`src/sv/fps_pkg.sv`:
```
// Shared constants, types and codes for the Fenwick prefix search block.
package fps_pkg;

    // Table geometry
    localparam int TABLE_SIZE = 1024;

    // Greatest power of two not above the table size
    function automatic int top_mask_f();
        int m;
        m = 1;
        while (m <= TABLE_SIZE / 2)
        begin
            m = m * 2;
        end
        return m;
    endfunction

    localparam int TOP_MASK = top_mask_f();
    localparam int IDX_W    = $clog2(TABLE_SIZE + 1);
    localparam int NODE_W   = IDX_W + 1;
    localparam int ADDR_W   = $clog2(TABLE_SIZE);

    // Fixed field widths
    localparam int CMD_W   = 2;
    localparam int ENTRY_W = 11;
    localparam int WORD_W  = 31;
    localparam int STAT_W  = 2;
    localparam int POS_W   = 11;
    localparam int CMP_W   = (IDX_W > ENTRY_W) ? IDX_W : ENTRY_W;

    // Command codes
    localparam logic [CMD_W-1:0] CMD_WRITE    = 2'd0;
    localparam logic [CMD_W-1:0] CMD_ANY      = 2'd1;
    localparam logic [CMD_W-1:0] CMD_GREATEST = 2'd2;

    // Status codes
    localparam logic [STAT_W-1:0] ST_WRITE = 2'd0;
    localparam logic [STAT_W-1:0] ST_FOUND = 2'd1;
    localparam logic [STAT_W-1:0] ST_MISS  = 2'd2;

    typedef logic [WORD_W-1:0] word_t;
    typedef logic [IDX_W-1:0]  idx_t;
    typedef logic [NODE_W-1:0] node_t;
    typedef logic [ADDR_W-1:0] addr_t;

    // Controller to datapath commands
    typedef struct packed {
        logic  clr_we;
        addr_t clr_addr;
        logic  load;
        logic  start;
        logic  step;
        logic  load_out;
    } ctl_cmd_t;

    // Datapath to controller status
    typedef struct packed {
        logic is_search;
        logic step_done;
    } dp_stat_t;

endpackage

```
`src/sv/fps_controller.sv`:
```
// Controller: clearing sweep, command sequencing and response handshake.
module fps_controller (
    input  logic                clk,
    input  logic                rst_n,
    input  logic                req_valid,
    output logic                req_ready,
    output logic                rsp_valid,
    input  logic                rsp_ready,
    output fps_pkg::ctl_cmd_t   ctl,
    input  fps_pkg::dp_stat_t   stat
);

    localparam logic [2:0] S_CLEAR  = 3'd0;
    localparam logic [2:0] S_IDLE   = 3'd1;
    localparam logic [2:0] S_START  = 3'd2;
    localparam logic [2:0] S_WALK   = 3'd3;
    localparam logic [2:0] S_FINISH = 3'd4;

    logic [2:0]     state_reg;
    logic [2:0]     state_next;
    fps_pkg::addr_t clr_cnt_reg;
    fps_pkg::addr_t clr_cnt_next;
    logic           out_valid_reg;
    logic           out_valid_next;
    logic           out_free;

    assign out_free = !out_valid_reg || rsp_ready;

    // Next state and commands
    always_comb
    begin
        state_next     = state_reg;
        clr_cnt_next   = clr_cnt_reg;
        ctl            = '0;
        ctl.clr_addr   = clr_cnt_reg;
        req_ready      = 1'b0;
        out_valid_next = out_valid_reg && !rsp_ready;
        case (state_reg)
            S_CLEAR:
            begin
                ctl.clr_we   = 1'b1;
                clr_cnt_next = clr_cnt_reg + fps_pkg::ADDR_W'(1);
                if (clr_cnt_reg == fps_pkg::ADDR_W'(fps_pkg::TABLE_SIZE - 1))
                begin
                    state_next = S_IDLE;
                end
            end
            S_IDLE:
            begin
                req_ready = 1'b1;
                if (req_valid)
                begin
                    ctl.load   = 1'b1;
                    state_next = S_START;
                end
            end
            S_START:
            begin
                ctl.start  = 1'b1;
                state_next = stat.is_search ? S_WALK : S_FINISH;
            end
            S_WALK:
            begin
                ctl.step = 1'b1;
                if (stat.step_done)
                begin
                    state_next = S_FINISH;
                end
            end
            S_FINISH:
            begin
                if (out_free)
                begin
                    ctl.load_out   = 1'b1;
                    out_valid_next = 1'b1;
                    state_next     = S_IDLE;
                end
            end
            default:
            begin
                state_next = S_IDLE;
            end
        endcase
    end

    // Hold control state
    always_ff @(posedge clk or negedge rst_n)
    begin
        if (!rst_n)
        begin
            state_reg     <= S_CLEAR;
            clr_cnt_reg   <= '0;
            out_valid_reg <= 1'b0;
        end
        else
        begin
            state_reg     <= state_next;
            clr_cnt_reg   <= clr_cnt_next;
            out_valid_reg <= out_valid_next;
        end
    end

    assign rsp_valid = out_valid_reg;

endmodule

```
`config.mk`:
```
export PLATFORM = sky130hd
export DESIGN_NAME = fps_controller
export DESIGN_NICKNAME = d
export VERILOG_FILES = /design/src/sv/fps_pkg.sv /design/src/sv/fps_controller.sv
export SDC_FILE = /design/constraint.sdc
export NUM_CORES = 1
export LEC_CHECK = 0
export BUFFER_PORTS_ARGS = -buffer_cell sky130_fd_sc_hd__buf_4
export CORE_MARGIN = 5
export CORE_UTILIZATION = 40
export CTS_CLUSTER_SIZE = 25
export DETAILED_ROUTE_END_ITERATION = 7
export GPL_TIMING_DRIVEN = 0
export PLACE_DENSITY_LB_ADDON = 0.25
export SYNTH_ARGS = -nofsm -noshare
export SYNTH_HDL_FRONTEND = slang
export SYNTH_SLANG_ARGS = --single-unit
```
`constraint.sdc`:
```
create_clock -name clk -period 1.7 [get_ports clk]
set_input_delay 0.34 -clock clk [delete_from_list [all_inputs] [get_ports clk]]
set_output_delay 0.34 -clock clk [all_outputs]
set_load 0.1 [all_outputs]
```
==> impl_metrics.sql, run 1 <==
INSERT INTO impl_metrics (metric_group, metric, value, unit) VALUES
('final_layout', 'area_growth', '62.0', '%'),
('clocking', 'clock-root-buffer', 'sky130_fd_sc_hd__clkbuf_4', ''),
('setup_path', 'worst_ep_arrival', '1450', 'ps'),
('sta', 'worst_pin_slew', '305', 'ps'),
('synthesis', 'synth_most_common_cell', 'sky130_fd_sc_hd__dfrtp_1', ''),
('synthesis', 'synth_adder_area_share', '1.77', '%'),
('setup_path', 'reg2reg_depth', '5', ''),
('sta', 'final_min_period_over_clock_period', '105', '%'),
('setup_path', 'setup.worst_path.end_class', 'output pin', ''),
('placement', 'gp_congestion', '0.771', ''),
('synthesis', 'seq_cells_post_synth', '14', ''),
('sta', 'finalHoldWorstSlack', '336', 'ps'),
('global_routing', 'number_of_antenna_violations_at_the_first_check_in_global_routing', '0', ''),
('route', 'vias', '623', ''),
('route', 'drt_wl_total', '1.80', 'mm'),
('synthesis', 'synthTopCellsByCount', '14 x sky130_fd_sc_hd__dfrtp_1, 7 x sky130_fd_sc_hd__nand2_1, 6 x sky130_fd_sc_hd__xnor2_1', ''),
('sta', 'timing.final.crit_period', '1790', 'ps'),
('global_routing', 'first_global_vias', '663', ''),
('synthesis', 'synth_area_per_cell', '9.97', 'um2'),
('sta', 'report.final.hold_viol_count', '0', ''),
('synthesis', 'synth.area.mux_share', '1.41', '%'),
('sta', 'report.final.setup_viol', '7', ''),
('floorplanning', 'design.core.area', '1710', 'um2'),
('route', 'route.antenna.remaining_nets', '0', ''),
('setup_path', 'worst_r2r_endpoint', 'state_reg[0]', ''),
('clocking', 'cts.htree.levels', '1', ''),
('min_path', 'whs_endpoint', 'state_reg[1]', ''),
('global_routing', 'grt_overflow', '0', ''),
('synthesis', 'syn_nets', '78', ''),
('synthesis', 'synth-simple-area-share', '27.4', '%'),
('global_routing', 'track_usage', '14.6', '%'),
('placement', 'buffers_on_ports', '22', ''),
('run_status', 'result_of_the_run', 'finished with violations', ''),
('floorplanning', 'fp.dieH', '52.1', 'um'),
('flow_run', 'timing.max_cap.violations', '0', ''),
('synthesis', 'synth_warnings', '0', ''),
('final_layout', 'layout.cell_area.non_filler', '1150', 'um2'),
('setup_path', 'regToRegStartpoint', 'state_reg[1]', ''),
('final_layout', 'insertedDiodeCount', '0', ''),
('route', 'dr.pass1.iters', '3', ''),
('sta', 'setup_ws', '-88.3', 'ps'),
('setup_path', 'path_max_fanout', '5', ''),
('final_layout', 'final_nets', '111', ''),
('min_path', 'holdCritStartpoint', 'stat[1]', ''),
('clocking', 'tritoncts_num_sinks', '14', ''),
('synthesis', 'postSynth.topFlopCell', 'sky130_fd_sc_hd__dfrtp_1', ''),
('synthesis', 'synth_async_sr_flop_share', '100', '%'),
('sta', 'timing.max_slew.rel_slack', '79.6', '%'),
('setup_path', 'cp-start-kind', 'flip-flop', ''),
('placement', 'pre_cts_slack', '-35.3', 'ps'),
('synthesis', 'synth_edf_count', '0', ''),
('clocking', 'cts-root-to-sink-buffers', '2', ''),
('synthesis', 'yosys.area_share.xor_xnor', '11.1', '%'),
('final_layout', 'share_of_cells_above_drive_strength_1', '54.4', '%'),
('synthesis', 'synth_top_family_by_area', 'simple AND/OR/NAND/NOR gates', ''),
('run_status', 'violated_checks', 'negative setup slack', ''),
('synthesis', 'synth_area_leaders', 'sky130_fd_sc_hd__dfrtp_1 49%, sky130_fd_sc_hd__xnor2_1 7.4%, sky130_fd_sc_hd__nand2_1 3.7%', ''),
('synthesis', 'synth_top_cell_by_area', 'sky130_fd_sc_hd__dfrtp_1', ''),
('synthesis', 'synth_area', '708', 'um2'),
('min_path', 'hold_depth', '3', ''),
('floorplanning', 'die_area', '2710', 'um2'),
('route', 'detailedRoute.firstIterationViolations', '5', ''),
('clocking', 'cts_tree', 'done', ''),
('global_routing', 'grt_pass1_wl', '2.97', 'mm'),
('floorplanning', 'placement_rows', '15', ''),
('setup_path', 'criticalPathCategory', 'reg -> out', ''),
('floorplanning', 'io_pins', '23', ''),
('clocking', 'worst_skew_pair.late_latency', '280', 'ps'),
('setup_path', 'worst-endpoint-required', '1360', 'ps'),
('synthesis', 'synth_top_area_share', '49.5', '%'),
('min_path', 'worstHoldPathType', 'in -> reg', '');
per-stage QoR:
step | instances | utilization (%) | TNS [ps]
final | 128 | 67.2 | -440
after global routing | 128 | 67.2 | -793
after CTS | 127 | 64.9 | -357
after detailed placement | 118 | 56.6 | -35.3
after global placement | 118 | 56.6 | -24.3
after floorplan | 71 | - | -1100
per-layer routing:
layer	up-vias	share of wire, %	global-route usage [%]
met5	-	0	0
met4	0	0.78	5.24
met3	2	2.9	3.15
met2	10	47	23.0
met1	302	49	19.5
li1	309	-	-
layout by cell type (no fill, tap or decap), drive strengths merged, types with 2 or more instances in the layout:
cell    synthesis  final
nand4           3      3
clkbuf          1      4
dfrtp          14     14
inv             4      3
xor2            3      3
nor2            3      3
nor3            4      4
nor2b           2      2
o21ai           2      2
buf             1     29
xnor2           6      6
nor4            2      2
nand2           7      7
nand3           4      4
worst max-delay path by stage:
stage / startpoint / to / slack, ps / depth (start not counted)
finish: state_reg[0] / ctl[3] / -90 / 5
global placement: state_reg[2] / ctl[14] / -20 / 4
detailed placement: state_reg[2] / ctl[14] / -40 / 4
global route: state_reg[0] / ctl[0] / -140 / 4
floorplan: state_reg[1] / ctl[3] / -420 / 3
CTS: state_reg[1] / ctl[14] / -170 / 5
kinds of logic after synthesis:
kind of cell	Yosys count
adder cells (fa/ha/maj)	1
XOR/XNOR	9
buffers and inverters	6
AND/OR/NAND/NOR	34
AO/OA/AOI/OAI	6
multiplexers	1
flip-flops	14
area by class of cell:
| cell class | instances | area, um2 |
|---|---|---|
| fill | 141 | 561 |
| multi-input combinational | 51 | 404 |
| sequential | 14 | 365 |
| timing repair buffer | 29 | 290 |
| tap | 25 | 31.3 |
| clock buffer | 4 | 26.3 |
| inverter | 4 | 18.8 |
| buffer | 1 | 11.3 |
timing repair:
action,CTS,global route
gates resized for setup,17,8
buffers inserted,4,2
hold endpoints to repair,14,0
pin swaps,2,2
setup endpoints to repair,5,10
hold buffers,1,0
critical path, cell delays in order, from the launching register on:
cell	delay, ps
sky130_fd_sc_hd__dfrtp_2	420
sky130_fd_sc_hd__buf_4	160
sky130_fd_sc_hd__inv_1	110
sky130_fd_sc_hd__nor3_4	140
sky130_fd_sc_hd__and2_4	170
sky130_fd_sc_hd__buf_12	160
Power of run 1 is left out: the tool's default activity adds up to more than one toggle a clock period on the data nets, which glitch-free logic cannot reach.
==> run 2, diff against run 1 <==
--- a/config.mk
+++ b/config.mk
@@ -5,6 +5,7 @@
 export SDC_FILE = /design/constraint.sdc
 export NUM_CORES = 1
 export LEC_CHECK = 0
+export ABC_AREA = 1
 export BUFFER_PORTS_ARGS = -buffer_cell sky130_fd_sc_hd__buf_4
 export CORE_MARGIN = 5
 export CORE_UTILIZATION = 40
==> run 2 against run 1 <==
Net effect:
- the run now ends clean
- design area is 2.0% lower
- fmax increased by 8.5%
- clock skew shrank 3.9 ps
- flip-flop and latch count unchanged
- utilization decreased by 8.0 points
- synthesized area is 9.4% higher
- via count is 11% higher
==> impl_metrics.sql, run 2 <==
INSERT INTO impl_metrics (metric_group, metric, value, unit) VALUES
('route', 'detailedRoute.firstIterationViolations', '7', ''),
('global_routing', 'first_global_vias', '689', ''),
('placement', 'dpl-instance-area', '1010', 'um2'),
('sta', 'setup_repair_after_global_routing_missed_its_margin', 'yes', ''),
('clocking', 'worst_skew_pair.late_latency', '280', 'ps'),
('sta', 'report.final.hold_viol_count', '0', ''),
('synthesis', 'synthesis.instances', '96', ''),
('synthesis', 'seq_area_frac_synth', '45.2', '%'),
('clocking', 'cts_tree', 'done', ''),
('setup_path', 'timing.critical_path.cells', 'nor2_4 > nand2_1 > nor2_4 > buf_12', ''),
('floorplanning', 'floorplan.initialDensity', '40.7', '%'),
('final_layout', 'layout.cell_area.non_filler', '1120', 'um2'),
('synthesis', 'syn_nets', '103', ''),
('clocking', 'clock-root-buffer', 'sky130_fd_sc_hd__clkbuf_4', ''),
('synthesis', 'synth_top_area_share', '45.2', '%'),
('min_path', 'hold_depth', '2', ''),
('placement', 'post-dp-hpwl', '1.30', 'mm'),
('route', 'detailroute.wirelength.met3', '92', 'um'),
('final_layout', 'share_of_cells_above_drive_strength_1', '39.5', '%'),
('flow_run', 'timing.max_cap.violations', '0', ''),
('synthesis', 'yosys.area_share.xor_xnor', '9.05', '%'),
('setup_path', 'worst-endpoint-required', '1360', 'ps'),
('floorplanning', 'placement_rows', '16', ''),
('synthesis', 'synth_top_family_by_area', 'simple AND/OR/NAND/NOR gates', ''),
('synthesis', 'synth-simple-area-share', '35.5', '%'),
('floorplanning', 'fp.dieH', '54', 'um'),
('setup_path', 'criticalPathCategory', 'reg -> out', ''),
('sta', 'finalHoldWorstSlack', '231', 'ps'),
('synthesis', 'synth-compound-area-share', '2.42', '%'),
('floorplanning', 'die_area', '2920', 'um2'),
('setup_path', 'path_common_cell', 'sky130_fd_sc_hd__nor2_4', ''),
('sta', 'final.setup_skew', '4.90', 'ps'),
('sta', 'max_freq', '0.607', 'GHz'),
('sta', 'worst_pin_slew', '296', 'ps'),
('synthesis', 'synth_area_leaders', 'sky130_fd_sc_hd__dfrtp_1 45%, sky130_fd_sc_hd__nand2_1 13%, sky130_fd_sc_hd__nor2_1 6.3%', ''),
('final_layout', 'post-route-util', '59.1', '%'),
('final_layout', 'most-common-layout-cells', '27 x sky130_fd_sc_hd__nand2_1, 18 x sky130_fd_sc_hd__buf_4, 10 x sky130_fd_sc_hd__inv_1, 10 x sky130_fd_sc_hd__nor2_1, 9 x sky130_fd_sc_hd__dfrtp_2', ''),
('sta', 'report.final.setup_viol', '0', ''),
('sta', 'timing.max_slew.rel_slack', '80.1', '%'),
('floorplanning', 'design.core.area', '1900', 'um2'),
('setup_path', 'max_stage_delay', '440', 'ps'),
('route', 'vias_per_cell', '4.59', ''),
('final_layout', 'area_growth', '45.2', '%'),
('clocking', 'clk_pin_slew_worst_paths', '90', 'ps'),
('setup_path', 'reg2reg_depth', '7', ''),
('synthesis', 'synthTopCellsByCount', '27 x sky130_fd_sc_hd__nand2_1, 14 x sky130_fd_sc_hd__dfrtp_1, 13 x sky130_fd_sc_hd__nor2_1, 10 x sky130_fd_sc_hd__inv_1, 9 x sky130_fd_sc_hd__nand3_1', ''),
('route', 'route.layer.met1.wl', '764', 'um'),
('global_routing', 'grt_overflow', '0', ''),
('setup_path', 'critical_path_depth', '4', ''),
('synthesis', 'seq_cells_post_synth', '14', ''),
('route', 'dr.pass1.iters', '4', ''),
('route', 'route.antenna.remaining_nets', '0', ''),
('final_layout', 'insertedDiodeCount', '0', ''),
('floorplanning', 'die_w', '54', 'um'),
('clocking', 'cts_inserted_buffers', '3', ''),
('global_routing', 'track_usage', '13.2', '%'),
('final_layout', 'final_nets', '132', ''),
('sta', 'timing.final.crit_period', '1650', 'ps'),
('pwr', 'p_leak', '0.000533', 'uW'),
('global_routing', 'maximum_number_of_pins_on_one_net_before_global_route_repair', '15', ''),
('pwr', 'pwr_density_cell', '532', 'nW/um2'),
('synthesis', 'synth_area_per_cell', '8.07', 'um2'),
('route', 'drt_wl_total', '1.71', 'mm'),
('synthesis', 'postSynth.topFlopCell', 'sky130_fd_sc_hd__dfrtp_1', ''),
('sta', 'slew_violations', '0', ''),
('route', 'route.detailed.wl_per_inst', '11.3', 'um'),
('global_routing', 'grt_pass1_wl', '2.77', 'mm'),
('placement', 'buffers_on_ports', '22', ''),
('global_routing', 'number_of_antenna_violations_at_the_first_check_in_global_routing', '0', ''),
('synthesis', 'synth.area.mux_share', '0', '%'),
('clocking', 'tritoncts_num_sinks', '14', ''),
('clocking', 'cts.htree.levels', '1', ''),
('setup_path', 'critPathBufInv', '1', ''),
('final_layout', 'mostFrequentLayoutCell', 'sky130_fd_sc_hd__nand2_1', ''),
('synthesis', 'synth_most_common_cell', 'sky130_fd_sc_hd__nand2_1', ''),
('synthesis', 'synth_top_cell_by_area', 'sky130_fd_sc_hd__dfrtp_1', ''),
('synthesis', 'synth_edf_count', '0', ''),
('setup_path', 'path_max_fanout', '4', ''),
('synthesis', 'synth_adder_area_share', '1.62', '%'),
('placement', 'gp_congestion', '0.802', ''),
('placement', 'dp.cells', '145', ''),
('setup_path', 'cp_slowest_cell', 'sky130_fd_sc_hd__dfrtp_2', ''),
('setup_path', 'setup.worst_path.end_class', 'output pin', ''),
('route', 'drcViolationCount', '0', ''),
('min_path', 'worstHoldPathType', 'in -> reg', ''),
('sta', 'final_min_period_over_clock_period', '96.9', '%'),
('setup_path', 'worst_ep_arrival', '1310', 'ps'),
('clocking', 'cts-root-to-sink-buffers', '2', ''),
('setup_path', 'worst_path_dominant_cell_family', 'flip-flops', ''),
('pwr', 'ir_drop', '0.000343', 'V'),
('floorplanning', 'io_pins', '23', ''),
('synthesis', 'synth_async_sr_flop_share', '100', '%'),
('synthesis', 'synth_area', '774', 'um2'),
('final_layout', 'final_cell_count_no_fill', '151', ''),
('synthesis', 'number_of_library_cell_types_mapped_by_synthesis', '20', ''),
('synthesis', 'synth_warnings', '0', ''),
('route', 'top_layer', 'met4', ''),
('route', 'vias', '693', ''),
('route', 'dr_wl_met2', '830', 'um'),
('setup_path', 'cp-start-kind', 'flip-flop', ''),
('run_status', 'result_of_the_run', 'completed', ''),
('final_layout', 'largest_register_ffs', '10', '');
==> run 2: changes by cell type in the layout (fill, tap and decap cells not counted), moves of 3 or more <==
cell	delta
sky130_fd_sc_hd__nand2_1	+20
sky130_fd_sc_hd__nor2_1	+9
sky130_fd_sc_hd__inv_1	+7
sky130_fd_sc_hd__nand3_1	+5
sky130_fd_sc_hd__nor2_4	+5
sky130_fd_sc_hd__buf_4	-3
sky130_fd_sc_hd__dfrtp_2	+3
==> run 2: layout make-up <==
| class | count | area [um2] |
|---|---|---|
| Clock buffer | 4 | 36.3 |
| Fill cell | 181 | 777 |
| Inverter | 12 | 47.5 |
| Multi-Input combinational cell | 70 | 409 |
| Sequential cell | 14 | 362 |
| Tap cell | 27 | 33.8 |
| Timing Repair Buffer | 24 | 236 |
==> run 2: logic make-up (layout without fill, tap and decap cells) <==
logic type               Yosys count  count (layout)
XOR/XNOR                           8               8
flip-flops                        14              14
AND/OR/NAND/NOR                   58              58
AO/OA/AOI/OAI                      3               3
adder cells (fa/ha/maj)            1               1
buffers and inverters             12              40
==> run 2: worst reg2reg max path, stage by stage (launching register included) <==
cell	delay [ps]
sky130_fd_sc_hd__dfrtp_2	430
sky130_fd_sc_hd__ha_1	190
sky130_fd_sc_hd__inv_1	60
sky130_fd_sc_hd__nor2_1	140
sky130_fd_sc_hd__nand3b_1	90
sky130_fd_sc_hd__nand2_1	110
sky130_fd_sc_hd__nand2_1	80
sky130_fd_sc_hd__a21oi_2	100
==> run 2: through the flow <==
stage	TNS (ps)	setup slack (ps)	power, uW
floorplan	0	5.32	342
global placement	0	210	358
detailed placement	0	200	359
CTS	0	31.3	604
global route	-22.2	-15.0	620
finish	0	52.5	599
==> run 2: layer usage <==
| metal | global-route usage (%) | vias up |
|---|---|---|
| met5 | 0 | - |
| met1 | 16.3 | 319 |
| li1 | - | 356 |
| met3 | 3.88 | 3 |
| met2 | 21.0 | 15 |
| met4 | 6.22 | 0 |
==> run 2: final timing paths <==
| check | start | slack [ps] | end |
|---|---|---|---|
| max in group asynchronous | rst_n | 1080 | clr_cnt_reg[0] |
| min reg2reg | clr_cnt_reg[5] | 500 | clr_cnt_reg[5] |
| min in group asynchronous | rst_n | 430 | clr_cnt_reg[4] |
| max | state_reg[0] | 50 | ctl[0] |
| max reg2reg | clr_cnt_reg[0] | 440 | state_reg[0] |
| min | rsp_ready | 230 | rsp_valid |
==> run 2: what timing repair did <==
action	in CTS	in global routing
hold endpoints to repair	14	0
pin swaps	0	0
gates resized for setup	12	5
endpoints found under the setup margin	4	5
setup buffers	1	0
hold buffers	1	0
gates cloned	0	0
==> run 2: report_power, final <==
group              switching (uW)  internal (uW)
combinational                11.1           9.71
clock                         115            130
sequential     0.0000000000000591            333
total                         126            473
No activity file was read; power rests on OpenSTA's default activity.
